File: src/design/edh_pkg.sv
// Package for the event first-seen filter.
// Holds the operation codes, controller states and controller/datapath structs.
// No dependencies.
`default_nettype none
package edh_pkg;

    localparam int PID_W   = 22;
    localparam int EV_W    = 2;
    localparam int DEV_W   = 32;
    localparam int INO_W   = 64;
    localparam int META_W  = 1 + PID_W + EV_W + DEV_W;
    localparam int COUNT_W = 11;
    localparam int HASH_W  = 32;
    localparam int EV_SHIFT = 24;
    localparam logic [HASH_W-1:0] HASH_MULT = 32'h61C8_8647;
    localparam logic [COUNT_W-1:0] COUNT_MAX = '1;

    typedef enum logic [1:0] {
        OP_MARK   = 2'd0,
        OP_UNMARK = 2'd1,
        OP_RM_PID = 2'd2,
        OP_CLEAR  = 2'd3
    } op_t;

    typedef enum logic [2:0] {
        ST_INIT,
        ST_IDLE,
        ST_HASH,
        ST_READ,
        ST_CMP,
        ST_WALK_RD,
        ST_WALK_WR,
        ST_DONE
    } state_t;

    typedef struct packed {
        logic in_ready;   // take a new beat, capture operands
        logic mul;        // register the hash product
        logic rd_bucket;  // read the bucket row
        logic key_done;   // write back bucket row, load result
        logic init_wr;    // zero one row during the reset sweep
        logic rd_walk;    // read the row under the sweep counter
        logic wr_walk;    // purge matches in that row and count them
        logic cnt_inc;    // advance the sweep counter
        logic walk_done;  // load the purge count as result
    } cmd_t;

    typedef struct packed {
        op_t  in_op;      // operation on the input channel
        logic cnt_last;   // sweep counter at the last row
        logic out_full;   // result register still holds a beat
    } status_t;

endpackage
`default_nettype wire

File: src/design/edh_ctrl.sv
// Controller state machine of the event first-seen filter.
// Depends on edh_pkg; drives the datapath through cmd_t, watches status_t.
`default_nettype none
module edh_ctrl (
    input  wire logic             clk,
    input  wire logic             rst_n,
    input  wire logic             req_valid,
    input  wire edh_pkg::status_t status,
    output edh_pkg::cmd_t         cmd
);

    edh_pkg::state_t state_reg, state_next;

    always_ff @(posedge clk or negedge rst_n)
    begin
        if (!rst_n)
        begin
            state_reg <= edh_pkg::ST_INIT;
        end
        else
        begin
            state_reg <= state_next;
        end
    end

    always_comb
    begin
        state_next = state_reg;
        case (state_reg)
            edh_pkg::ST_INIT:
            begin
                if (status.cnt_last)
                begin
                    state_next = edh_pkg::ST_IDLE;
                end
            end
            edh_pkg::ST_IDLE:
            begin
                if (req_valid)
                begin
                    if (status.in_op == edh_pkg::OP_MARK || status.in_op == edh_pkg::OP_UNMARK)
                    begin
                        state_next = edh_pkg::ST_HASH;
                    end
                    else
                    begin
                        state_next = edh_pkg::ST_WALK_RD;
                    end
                end
            end
            edh_pkg::ST_HASH:    state_next = edh_pkg::ST_READ;
            edh_pkg::ST_READ:    state_next = edh_pkg::ST_CMP;
            edh_pkg::ST_CMP:
            begin
                if (!status.out_full)
                begin
                    state_next = edh_pkg::ST_IDLE;
                end
            end
            edh_pkg::ST_WALK_RD: state_next = edh_pkg::ST_WALK_WR;
            edh_pkg::ST_WALK_WR:
            begin
                state_next = status.cnt_last ? edh_pkg::ST_DONE : edh_pkg::ST_WALK_RD;
            end
            edh_pkg::ST_DONE:
            begin
                if (!status.out_full)
                begin
                    state_next = edh_pkg::ST_IDLE;
                end
            end
            default:             state_next = edh_pkg::ST_IDLE;
        endcase
    end

    always_comb
    begin
        cmd = '0;
        case (state_reg)
            edh_pkg::ST_INIT:
            begin
                cmd.init_wr = 1'b1;
                cmd.cnt_inc = 1'b1;
            end
            edh_pkg::ST_IDLE:    cmd.in_ready = 1'b1;
            edh_pkg::ST_HASH:    cmd.mul = 1'b1;
            edh_pkg::ST_READ:    cmd.rd_bucket = 1'b1;
            edh_pkg::ST_CMP:     cmd.key_done = !status.out_full;
            edh_pkg::ST_WALK_RD: cmd.rd_walk = 1'b1;
            edh_pkg::ST_WALK_WR:
            begin
                cmd.wr_walk = 1'b1;
                cmd.cnt_inc = 1'b1;
            end
            edh_pkg::ST_DONE:    cmd.walk_done = !status.out_full;
            default:             cmd = '0;
        endcase
    end

endmodule
`default_nettype wire

File: config.mk
export PLATFORM = sky130hd
export DESIGN_NAME = edh_ctrl
export DESIGN_NICKNAME = d
export VERILOG_FILES = /design/src/design/edh_pkg.sv /design/src/design/edh_ctrl.sv
export SDC_FILE = /design/constraint.sdc
export NUM_CORES = 1
export LEC_CHECK = 0
export BUFFER_PORTS_ARGS = -buffer_cell sky130_fd_sc_hd__buf_2
export CORE_AREA = 2 2 39 41
export CTS_BUF_LIST = sky130_fd_sc_hd__clkbuf_8
export CTS_CLUSTER_DIAMETER = 200
export CTS_CLUSTER_SIZE = 12
export DETAILED_ROUTE_END_ITERATION = 16
export DIE_AREA = 0 0 41 43
export HOLD_SLACK_MARGIN = 0.05
export PLACE_DENSITY = 0.47
export SYNTH_ARGS = -nofsm -noshare
export SYNTH_HDL_FRONTEND = slang
export SYNTH_SLANG_ARGS = --single-unit
File: constraint.sdc
create_clock -name clk -period 2.5 [get_ports clk]
set_clock_uncertainty 0.15 [all_clocks]
set_input_delay 0.375 -clock clk [delete_from_list [all_inputs] [get_ports clk]]
set_output_delay 0.375 -clock clk [all_outputs]
set_load 0.01 [all_outputs]
==> results of run 1 <==
==> kinds of logic (layout without fill, tap and decap cells) <==
logic type             after synthesis  count (layout)  synth area share
buffers and inverters                4              21            0.0838
DFF                                  3               3             0.314
and+or+nand+nor                     21              21             0.461
AOI/OAI and AO/OA                    5               5             0.141
==> tightest hold or removal path, cell delays in order <==
cell and delay (ns):
buf_2 0.11, nor3_1 0.05, nor3_2 0.08
==> metrics by stage <==
stage | utilization | cells | cell area (um^2)
final | 0.269 | 66 | 372
after global placement | 0.229 | 61 | 317
after floorplan | - | 33 | 239
after global routing | 0.269 | 66 | 372
after CTS | 0.269 | 66 | 372
after detailed placement | 0.229 | 61 | 317
==> cells in the final DEF, fill, tap and decap left out <==
master / instances
a31oi_1: 2
and3_1: 1
and3b_1: 1
buf_2: 14
clkbuf_8: 3
dfrtp_1: 3
dlygate4sd3_1: 1
inv_1: 3
nand2_1: 2
nand2b_1: 3
nand3_1: 1
nor2_1: 7
nor2b_1: 1
nor3_1: 3
nor3_2: 1
o211ai_1: 1
o21ai_0: 1
o221ai_1: 1
or2_2: 1
==> repair_timing <==
action | 4_1_cts | 5_1_grt
hold buffers | 1 | 0
setup endpoints to repair | 0 | 0
endpoints found under the hold margin | 3 | 0
==> per-layer routing <==
layer  vias up  GRT usage
met3         4     0.0314
met5         -          0
met2        16      0.125
met4         0      0.140
met1       126      0.106
li1        147          -
==> worst max-delay path by stage <==
| stage | start | end | slack [ns] | depth (start not counted) |
|---|---|---|---|---|
| 4_1_cts | state_reg[0] | cmd[1] | 0.50 | 4 |
| 3_5_place_dp | state_reg[0] | cmd[1] | 0.74 | 4 |
| 5_1_grt | state_reg[0] | cmd[1] | 0.43 | 4 |
| 2_1_floorplan | state_reg[2] | cmd[1] | 0.93 | 3 |
| 3_3_place_gp | state_reg[0] | cmd[1] | 0.75 | 4 |
| 6_report | state_reg[0] | cmd[1] | 0.50 | 4 |
==> where the power goes <==
group	switching, mW	leakage, nW	internal, mW	total (mW)
Sequential	0.0641	0.0342	0.0745	0.139
Combinational	0.118	0.140	0.106	0.224
Clock	0.0359	0.0269	0.105	0.141
Total	0.218	0.201	0.286	0.503
==> cell type report <==
type / count / area [um^2] / share of cell area
Clock inverter: 1 / 3.75 / 0.0101
Timing Repair Buffer: 15 / 80.1 / 0.215
Clock buffer: 3 / 41.3 / 0.111
Multi-Input combinational cell: 26 / 144 / 0.387
Inverter: 2 / 7.51 / 0.0202
Sequential cell: 3 / 75.1 / 0.202
Tap cell: 16 / 20.0 / 0.0539
==> results by group, run 1 <==
Routing
  • DRT iter0 DRCs: 9
  • Post-route antenna net violation count: 0
  • Iteration count of the initial detailed-routing pass: 4
  • Met3 wire length: 63 um
  • Wire length on met2: 273 um
  • Wire per inst: 10.3 um
  • Uppermost layer routed: met4
  • Wire length on met1: 305 um
  • Drt drc: 0
  • Routed WL: 681 um
  • Vias per Instance: 4.44
  • Vias: 293

Setup path
  • Reg2Reg Setup Slack: 1.23 ns
  • CP max FO: 12
  • Critical-path top delay cell: dfrtp_1
  • Max stage delay on crit path: 0.54 ns
  • Worst endpoint required time: 1.98 ns
  • Arrival @ worst endpoint: 1.48 ns
  • CP Cell Sequence: nand2b_1 -> nor2_1 -> or2_2 -> buf_2
  • Critical path class: flip-flop to output pin
  • RR Startpoint: state_reg[0]
  • Top delay family on crit path: simple AND/OR/NAND/NOR gates
  • Depth of the worst register-to-register path: 3
  • Critical R2R Capture: state_reg[1]
  • Critical Path Source Type: flip-flop
  • CP bufs+invs: 1
  • Capturing element type of the critical path: output pin

Placement
  • Pre-CTS setup slack: 0.737 ns
  • Placer Congestion: 0.699
  • Dpl hpwl: 472 um
  • Buffers added on ports: 14

Die
  • Die Height: 43 um
  • Site row count: 14
  • Core footprint: 0.00138 mm^2
  • Boundary Pins: 16
  • Die area: 0.00176 mm^2
  • Die Width: 41 um
  • Initial core utilization: 0.173

Global route
  • Initial antenna violation count: 0
  • Largest net degree at the start of global routing: 13
  • First-pass GRT wire length: 1.04 mm
  • Vias in the first global route: 266
  • Total GRT Usage: 0.101
  • Grt total ovfl: 0

STA
  • Finish-stage setup viols: 0
  • Hold Vio Cnt, Final: 0
  • Tightest Pin Transition: 0.354 ns
  • Final period util: 0.801
  • Peak Freq: 500 MHz
  • WHS: 0.300 ns
  • Sum Neg Setup Slack: 0 ns
  • Final worst-path setup slack: 0.499 ns
  • Slew headroom: 0.764
  • Slew Limit Fails: 0
  • RSZ-0062 raised after global routing: no
  • Min cycle time layout: 2.00 ns

CTS
  • Clk Tree Root Cell: clkbuf_8
  • Clock Latency Late Sink: 0.22 ns
  • CTS sink cnt: 3
  • CTS resizes: 0
  • Reg clk slew, reported paths: 0.03 ns
  • Max Buffers Root-to-Sink: 2
  • H-tree levels: 1
  • CTS Buf Count: 3
  • TritonCTS clock tree: yes
  • Post-CTS Setup Inserts: 0

Pwr
  • Power density over the cells: 1350 mW/mm^2
  • Leak pwr: 0.201 nW
  • Max VDD drop: 0.000313 V
  • Total Power: 0.503 mW

Min path
  • Hold Crit Depth: 3
  • Worst Hold Class: primary input to flip-flop
  • Hold_sp: status[0]
  • Hold Path End: state_reg[2]

Yosys
  • Mean Syn Cell Area: 7.24 um^2
  • Asr flop ratio synth: 1.00
  • Syn_nets: 40
  • Post-synth top cells: nor2_1 (7), dfrtp_1 (3), nand2b_1 (3), nor3_1 (3)
  • Top cell type's share of synthesized area: 0.314
  • Mapped cell area: 239 um^2
  • Unique cell type count in the Yosys netlist: 18
  • Yosys top cell by area: dfrtp_1
  • EDFF count, synth: 0
  • Synth warn: 0
  • Synthesized instance count: 33
  • Top cells by area, synth: dfrtp_1 (31%), nor2_1 (11%), nand2b_1 (7.9%)
  • Synth Flop Type: dfrtp_1
  • Sequential-to-total area share from yosys stat: 0.314
  • Number of synthesized register bits: 3
  • Most frequent cell after synthesis: nor2_1

Cells and area
  • Max FFs per register: 3
  • Filler cell count: 164
  • Proportion of layout cells with a drive suffix above 1: 0.380
  • Area Overhead vs Synth: 55.5%
  • Diode count: 0
  • Final #Nets: 58

Flow run
  • Max_cap viols: 0

Outcome
  • Status: finished clean
No activity file was read; power rests on OpenSTA's default activity.
==> run 2: changes to the inputs <==
Settings changed: ABC_AREA set to 1, PLACE_DENSITY 0.47 to 0.55.
Clock period 2.5 ns to 2 ns, I/O delays scaled along.
==> results by group, run 2 <==
Setup path
  • Depth of the worst register-to-register path: 6 (was 3)
  • CP max FO: 6 (was 12)
  • Reg2Reg Setup Slack: 0.65 ns (was 1.23 ns)
  • Arrival @ worst endpoint: 1.20 ns (was 1.48 ns)
  • Critical Path Source Type: flip-flop (unchanged)
  • Critical path class: flip-flop to output pin (unchanged)
  • Crit path from: state_reg[1] (was state_reg[0])
  • Worst endpoint required time: 1.55 ns (was 1.98 ns)
  • RR Startpoint: state_reg[0] (unchanged)
  • Critical R2R Capture: state_reg[2] (was state_reg[1])
  • Capturing element type of the critical path: output pin (unchanged)
  • Capture point of the worst path: cmd[1] (unchanged)

Pwr
  • Power density over the cells: 1650 mW/mm^2 (was 1350 mW/mm^2)
  • Leak pwr: 0.310 nW (was 0.201 nW)
  • Max VDD drop: 0.000385 V (was 0.000313 V)

Min path
  • Worst Hold Class: primary input to async pin (was primary input to flip-flop)

Placement
  • Placer Congestion: 0.811 (was 0.699)
  • DP Area: 403 um^2 (was 317 um^2)
  • Buffers added on ports: 14 (unchanged)
  • Dpl hpwl: 539 um (was 472 um)

Global route
  • Total GRT Usage: 0.103 (was 0.101)
  • Vias in the first global route: 296 (was 266)
  • Largest net degree at the start of global routing: 9 (was 13)
  • Initial antenna violation count: 0 (unchanged)
  • Grt total ovfl: 0 (unchanged)
  • First-pass GRT wire length: 1.17 mm (was 1.04 mm)

Die
  • Site row count: 14 (unchanged)
  • Initial core utilization: 0.242 (was 0.173)
  • Die Height: 43 um (unchanged)
  • Core footprint: 0.00138 mm^2 (unchanged)
  • Die area: 0.00176 mm^2 (unchanged)
  • Die Width: 41 um (unchanged)
  • Boundary Pins: 16 (unchanged)

Yosys
  • Sequential-to-total area share from yosys stat: 0.224 (was 0.314)
  • Synthesized instance count: 55 (was 33)
  • Syn_nets: 62 (was 40)
  • Mean Syn Cell Area: 6.10 um^2 (was 7.24 um^2)
  • Top cell type's share of synthesized area: 0.224 (was 0.314)
  • Unique cell type count in the Yosys netlist: 16 (was 18)
  • Asr flop ratio synth: 1.00 (unchanged)
  • Yosys top cell by area: dfrtp_1 (unchanged)
  • Synth warn: 0 (unchanged)
  • Number of synthesized register bits: 3 (unchanged)
  • Top cells by area, synth: dfrtp_1 (22%), nand2_1 (13%), nand3_1 (10%) (was dfrtp_1 (31%), nor2_1 (11%), nand2b_1 (7.9%))
  • Most frequent cell after synthesis: nand2_1 (was nor2_1)
  • Mapped cell area: 335 um^2 (was 239 um^2)
  • EDFF count, synth: 0 (unchanged)
  • Post-synth top cells: nand2_1 (12), inv_1 (9), nand3_1 (7) (was nor2_1 (7), dfrtp_1 (3), nand2b_1 (3), nor3_1 (3))
  • Synth Flop Type: dfrtp_1 (unchanged)

STA
  • Peak Freq: 606 MHz
  • Hold Vio Cnt, Final: 0 (unchanged)
  • RSZ-0062 raised after global routing: no (unchanged)
  • Min cycle time layout: 1.65 ns
  • Final period util: 0.825
  • Sum Neg Setup Slack: 0 ns (unchanged)
  • Tightest Pin Transition: 0.368 ns (was 0.354 ns)
  • Slew headroom: 0.754 (was 0.764)
  • Finish-stage setup viols: 0 (unchanged)
  • Slew Limit Fails: 0 (unchanged)

Routing
  • Wire per inst: 8.10 um (was 10.3 um)
  • Vias: 371 (was 293)
  • Vias per Instance: 4.22 (was 4.44)
  • Drt drc: 0 (unchanged)
  • DRT iter0 DRCs: 5 (was 9)
  • Post-route antenna net violation count: 0 (unchanged)
  • Routed WL: 713 um (was 681 um)
  • Iteration count of the initial detailed-routing pass: 4 (unchanged)

Cells and area
  • Final Cell Area: 458 um^2 (was 372 um^2)
  • Most common cell after layout, fill and taps aside: buf_2 (unchanged)
  • Final core area utilization: 0.331 (was 0.269)
  • Max FFs per register: 3 (unchanged)
  • Area Overhead vs Synth: 36.6% (was 55.5%)
  • Most frequent cells in the layout: buf_2 (14), nand2_1 (12), inv_1 (10), nand3_1 (7), nor2_1 (6) (was buf_2 (14), nor2_1 (7))
  • Proportion of layout cells with a drive suffix above 1: 0.389 (was 0.380)
  • Final #Nets: 80 (was 58)
  • Diode count: 0 (unchanged)

CTS
  • Post-CTS Setup Inserts: 0 (unchanged)
  • CTS sink cnt: 3 (unchanged)
  • Post-CTS Hold Buffers: 1 (unchanged)
  • TritonCTS clock tree: yes (unchanged)
  • CTS resizes: 0 (unchanged)
  • CTS Buf Count: 3 (unchanged)
  • Clock Latency Late Sink: 0.22 ns (about the same)
  • Reg clk slew, reported paths: 0.03 ns (about the same)
  • Clk Tree Root Cell: clkbuf_8 (unchanged)
  • Max Buffers Root-to-Sink: 2 (unchanged)
  • H-tree levels: 1 (unchanged)

Outcome
  • Status: finished clean (unchanged)

Flow run
  • Max_cap viols: 0 (unchanged)
run 2: cell types whose count changed in the layout (fill, tap and decap cells not counted), sizes merged, moves of 2 or more:
cell,previous run,this run
nand2,2,16
nor3,4,0
nand2b,3,0
inv,3,14
a31oi,2,0
nand3,1,8
run 2: logic make-up (layout without fill, tap and decap cells):
logic type,count (synthesis),after routing,synth area share
AO/OA/AOI/OAI,3,3,0.0522
buffers and inverters,15,32,0.220
flip-flops,3,3,0.224
AND/OR/NAND/NOR,34,34,0.504
run 2: layout make-up:
| class | instances | area, um^2 |
|---|---|---|
| Clock inverter | 1 | 3.75 |
| Timing Repair Buffer | 15 | 80.1 |
| Tap cell | 16 | 20.0 |
| Clock buffer | 3 | 41.3 |
| Inverter | 13 | 51.3 |
| Fill cell | 156 | 926 |
| Sequential cell | 3 | 75.1 |
| Multi-Input combinational cell | 37 | 186 |
run 2: worst min-delay path by stage:
stage / from / to / slack (ns)
after global placement: rst_n / state_reg[1] / -0.05
after CTS: rst_n / state_reg[0] / 0.25
after global routing: rst_n / state_reg[0] / 0.29
final: rst_n / state_reg[0] / 0.27
after floorplan: rst_n / state_reg[0] / -0.15
after detailed placement: rst_n / state_reg[1] / -0.05
run 2: power by group:
part	internal, mW	leakage [nW]	switching, mW	total (mW)
clock network	0.131	0.0269	0.0433	0.174
logic	0.164	0.246	0.250	0.414
registers	0.0919	0.0371	0.0743	0.166
run 2: stage by stage:
step / hold slack [ns] / power, mW / instances / worst slack (ns)
3_3_place_gp: -0.0533 / 0.579 / 83 / 0.585
4_1_cts: 0.252 / 0.759 / 88 / 0.346
3_5_place_dp: -0.0534 / 0.580 / 83 / 0.580
2_1_floorplan: -0.146 / 0.503 / 55 / 0.667
5_1_grt: 0.290 / 0.829 / 88 / 0.254
6_report: 0.268 / 0.754 / 88 / 0.349
run 2: routing by layer:
layer	global-route usage	part of all wire	routed length, um	up-vias
met5	0	0	0	-
met4	0.0800	0.032	23	0
met3	0.0366	0.073	52	2
met2	0.128	0.40	287	16
met1	0.135	0.49	350	154
li1	-	-	-	199
run 2: critical path: stages (launching register included):
cell     delay [ns]
dfrtp_1        0.47
inv_2          0.10
nor2_4         0.12
nand2_2        0.07
o21ai_0        0.07
buf_2          0.15
==> run 3: changes to the inputs <==
Settings changed: PLACE_DENSITY 0.55 to 0.56.
Clock period 2 ns to 1.47 ns, I/O delays scaled along.
==> results by group, run 3 (synthesis gave the netlist of run 2 again) <==
Outcome
  • Violated checks: negative setup slack
  • Status: complete, but fails checks (was finished clean)

CTS
  • Reg clk slew, reported paths: 0.03 ns (about the same)
  • Clock Latency Late Sink: 0.22 ns (about the same)
  • H-tree levels: 1 (unchanged)
  • Clk Tree Root Cell: clkbuf_8 (unchanged)
  • TritonCTS clock tree: yes (unchanged)
  • CTS Buf Count: 3 (unchanged)
  • CTS sink cnt: 3 (unchanged)
  • Max Buffers Root-to-Sink: 2 (unchanged)

Die
  • Die Width: 41 um (unchanged)
  • Die area: 0.00176 mm^2 (unchanged)
  • Die Height: 43 um (unchanged)
  • Initial core utilization: 0.242 (unchanged)
  • Core footprint: 0.00138 mm^2 (unchanged)
  • Boundary Pins: 16 (unchanged)
  • Site row count: 14 (unchanged)

Setup path
  • CP Cell Sequence: nor2_4 -> nand2_2 -> o21ai_1 -> buf_2 (was inv_2 -> nor2_4 -> nand2_2 -> o21ai_0 -> buf_2)
  • Reg2Reg Setup Slack: 0.21 ns (was 0.65 ns)
  • Critical path class: flip-flop to output pin (unchanged)
  • Depth of the worst register-to-register path: 5 (was 6)
  • Crit path depth: 4 (was 5)
  • Capture point of the worst path: cmd[1] (unchanged)
  • RR Startpoint: state_reg[0] (unchanged)
  • Critical R2R Capture: state_reg[2] (unchanged)
  • Crit path from: state_reg[0] (was state_reg[1])
  • Worst endpoint required time: 1.10 ns (was 1.55 ns)
  • Arrival @ worst endpoint: 1.15 ns (was 1.20 ns)
  • Critical-path top delay cell: dfrtp_2 (was dfrtp_1)
  • Max stage delay on crit path: 0.48 ns (was 0.47 ns)
  • Top delay family on crit path: flip-flops (unchanged)
  • Critical Path Source Type: flip-flop (unchanged)
  • Capturing element type of the critical path: output pin (unchanged)
  • CP bufs+invs: 1 (was 2)
  • CP max FO: 8 (was 6)

STA
  • WHS: 0.173 ns (was 0.268 ns)
  • Final period util: 1.03
  • RSZ-0062 raised after global routing: yes (was no)
  • Slew Limit Fails: 0 (unchanged)
  • Finish-stage setup viols: 6 (was 0)
  • Hold Vio Cnt, Final: 0 (unchanged)
  • Final worst-path setup slack: -0.0492 ns (was 0.349 ns)
  • Tightest Pin Transition: 0.213 ns (was 0.368 ns)
  • Min cycle time layout: 1.52 ns
  • Slew headroom: 0.858 (was 0.754)
  • Peak Freq: 658 MHz

Cells and area
  • Final #Nets: 81 (was 80)
  • Max FFs per register: 3 (unchanged)
  • Final Cell Area: 483 um^2 (was 458 um^2)
  • Proportion of layout cells with a drive suffix above 1: 0.479 (was 0.389)
  • Most common cell after layout, fill and taps aside: buf_2 (unchanged)
  • Most frequent cells in the layout: buf_2 (13), nand2_1 (11), inv_1 (9), nand3_1 (7) (was buf_2 (14), nand2_1 (12), inv_1 (10), nand3_1 (7), nor2_1 (6))
  • Diode count: 0 (unchanged)
  • Area Overhead vs Synth: 44.0% (was 36.6%)

Placement
  • Buffers added on ports: 14 (unchanged)
  • Placer Congestion: 0.816 (was 0.811)
  • Pre-CTS setup slack: 0.129 ns (was 0.580 ns)
  • Dpl hpwl: 565 um (was 539 um)
  • DP Area: 403 um^2 (unchanged)

Global route
  • Largest net degree at the start of global routing: 9 (unchanged)
  • Initial antenna violation count: 0 (unchanged)
  • Grt total ovfl: 0 (unchanged)
  • First-pass GRT wire length: 1.24 mm (was 1.17 mm)
  • Total GRT Usage: 0.108 (was 0.103)
  • Vias in the first global route: 311 (was 296)

Routing
  • Post-route antenna net violation count: 0 (unchanged)
  • DRT iter0 DRCs: 8 (was 5)
  • Vias per Instance: 4.30 (was 4.22)
  • Wire per inst: 8.76 um (was 8.10 um)
  • Iteration count of the initial detailed-routing pass: 4 (unchanged)
  • Drt drc: 0 (unchanged)
  • Routed WL: 780 um (was 713 um)
  • Vias: 383 (was 371)

Pwr
  • Max VDD drop: 0.000539 V (was 0.000385 V)
  • Power density over the cells: 2270 mW/mm^2 (was 1650 mW/mm^2)
  • Total Power: 1.09 mW (was 0.754 mW)
  • Leak pwr: 0.312 nW (was 0.310 nW)

Flow run
  • Max_cap viols: 0 (unchanged)

Min path
  • Worst Hold Class: primary input to async pin (unchanged)
## run 3: worst min path at each step
| stage | from | end |
|---|---|---|
| 2_1_floorplan | rst_n | state_reg[0] |
| 3_3_place_gp | rst_n | state_reg[1] |
| 3_5_place_dp | rst_n | state_reg[1] |
| 4_1_cts | rst_n | state_reg[0] |
| 5_1_grt | rst_n | state_reg[0] |
| 6_report | rst_n | state_reg[0] |
## run 3: repair_timing
| item | 4_1_cts | 5_1_grt |
|---|---|---|
| setup buffers | 0 | 1 |
| endpoints found under the setup margin | 9 | 8 |
| gates resized for setup | 5 | 4 |
| pin swaps | 1 | 2 |
| hold endpoints to repair | 3 | 0 |
| hold buffers | 1 | 0 |
## run 3: cell type report
cell class,instances,area [um^2]
clock buffer,3,41.3
clock inverter,1,3.75
fill,159,901
inverter,13,53.8
multi-input combinational,37,191
sequential,3,78.8
tap,16,20.0
timing repair buffer,16,93.8
## run 3: through the flow
| stage | setup TNS (ns) | instances | utilization |
|---|---|---|---|
| after floorplan | 0 | 55 | - |
| after global placement | 0 | 83 | 0.291 |
| after detailed placement | 0 | 83 | 0.291 |
| after CTS | -0.112 | 88 | 0.337 |
| after global routing | -0.615 | 89 | 0.349 |
| final | -0.115 | 89 | 0.349 |
## run 3: report_power, final
group          switching, mW  internal [mW]
Sequential             0.111          0.134
Combinational          0.358          0.254
Clock                 0.0598          0.178
Total                  0.529          0.566
## run 3: worst register-to-register path: stages (launching register included)
cell	delay [ns]
dfrtp_2	0.48
nand3_1	0.16
nand2_1	0.08
nand2_2	0.09
inv_1	0.04
o21bai_1	0.14
## run 3: per-layer routing
layer  share of wire  track usage  up-vias  wire (um)
li1                -            -      201          -
met1            0.48        0.146      166        372
met2            0.42        0.138       14        325
met3           0.073       0.0314        2         57
met4           0.029       0.0800        0         23
met5               0            0        -          0
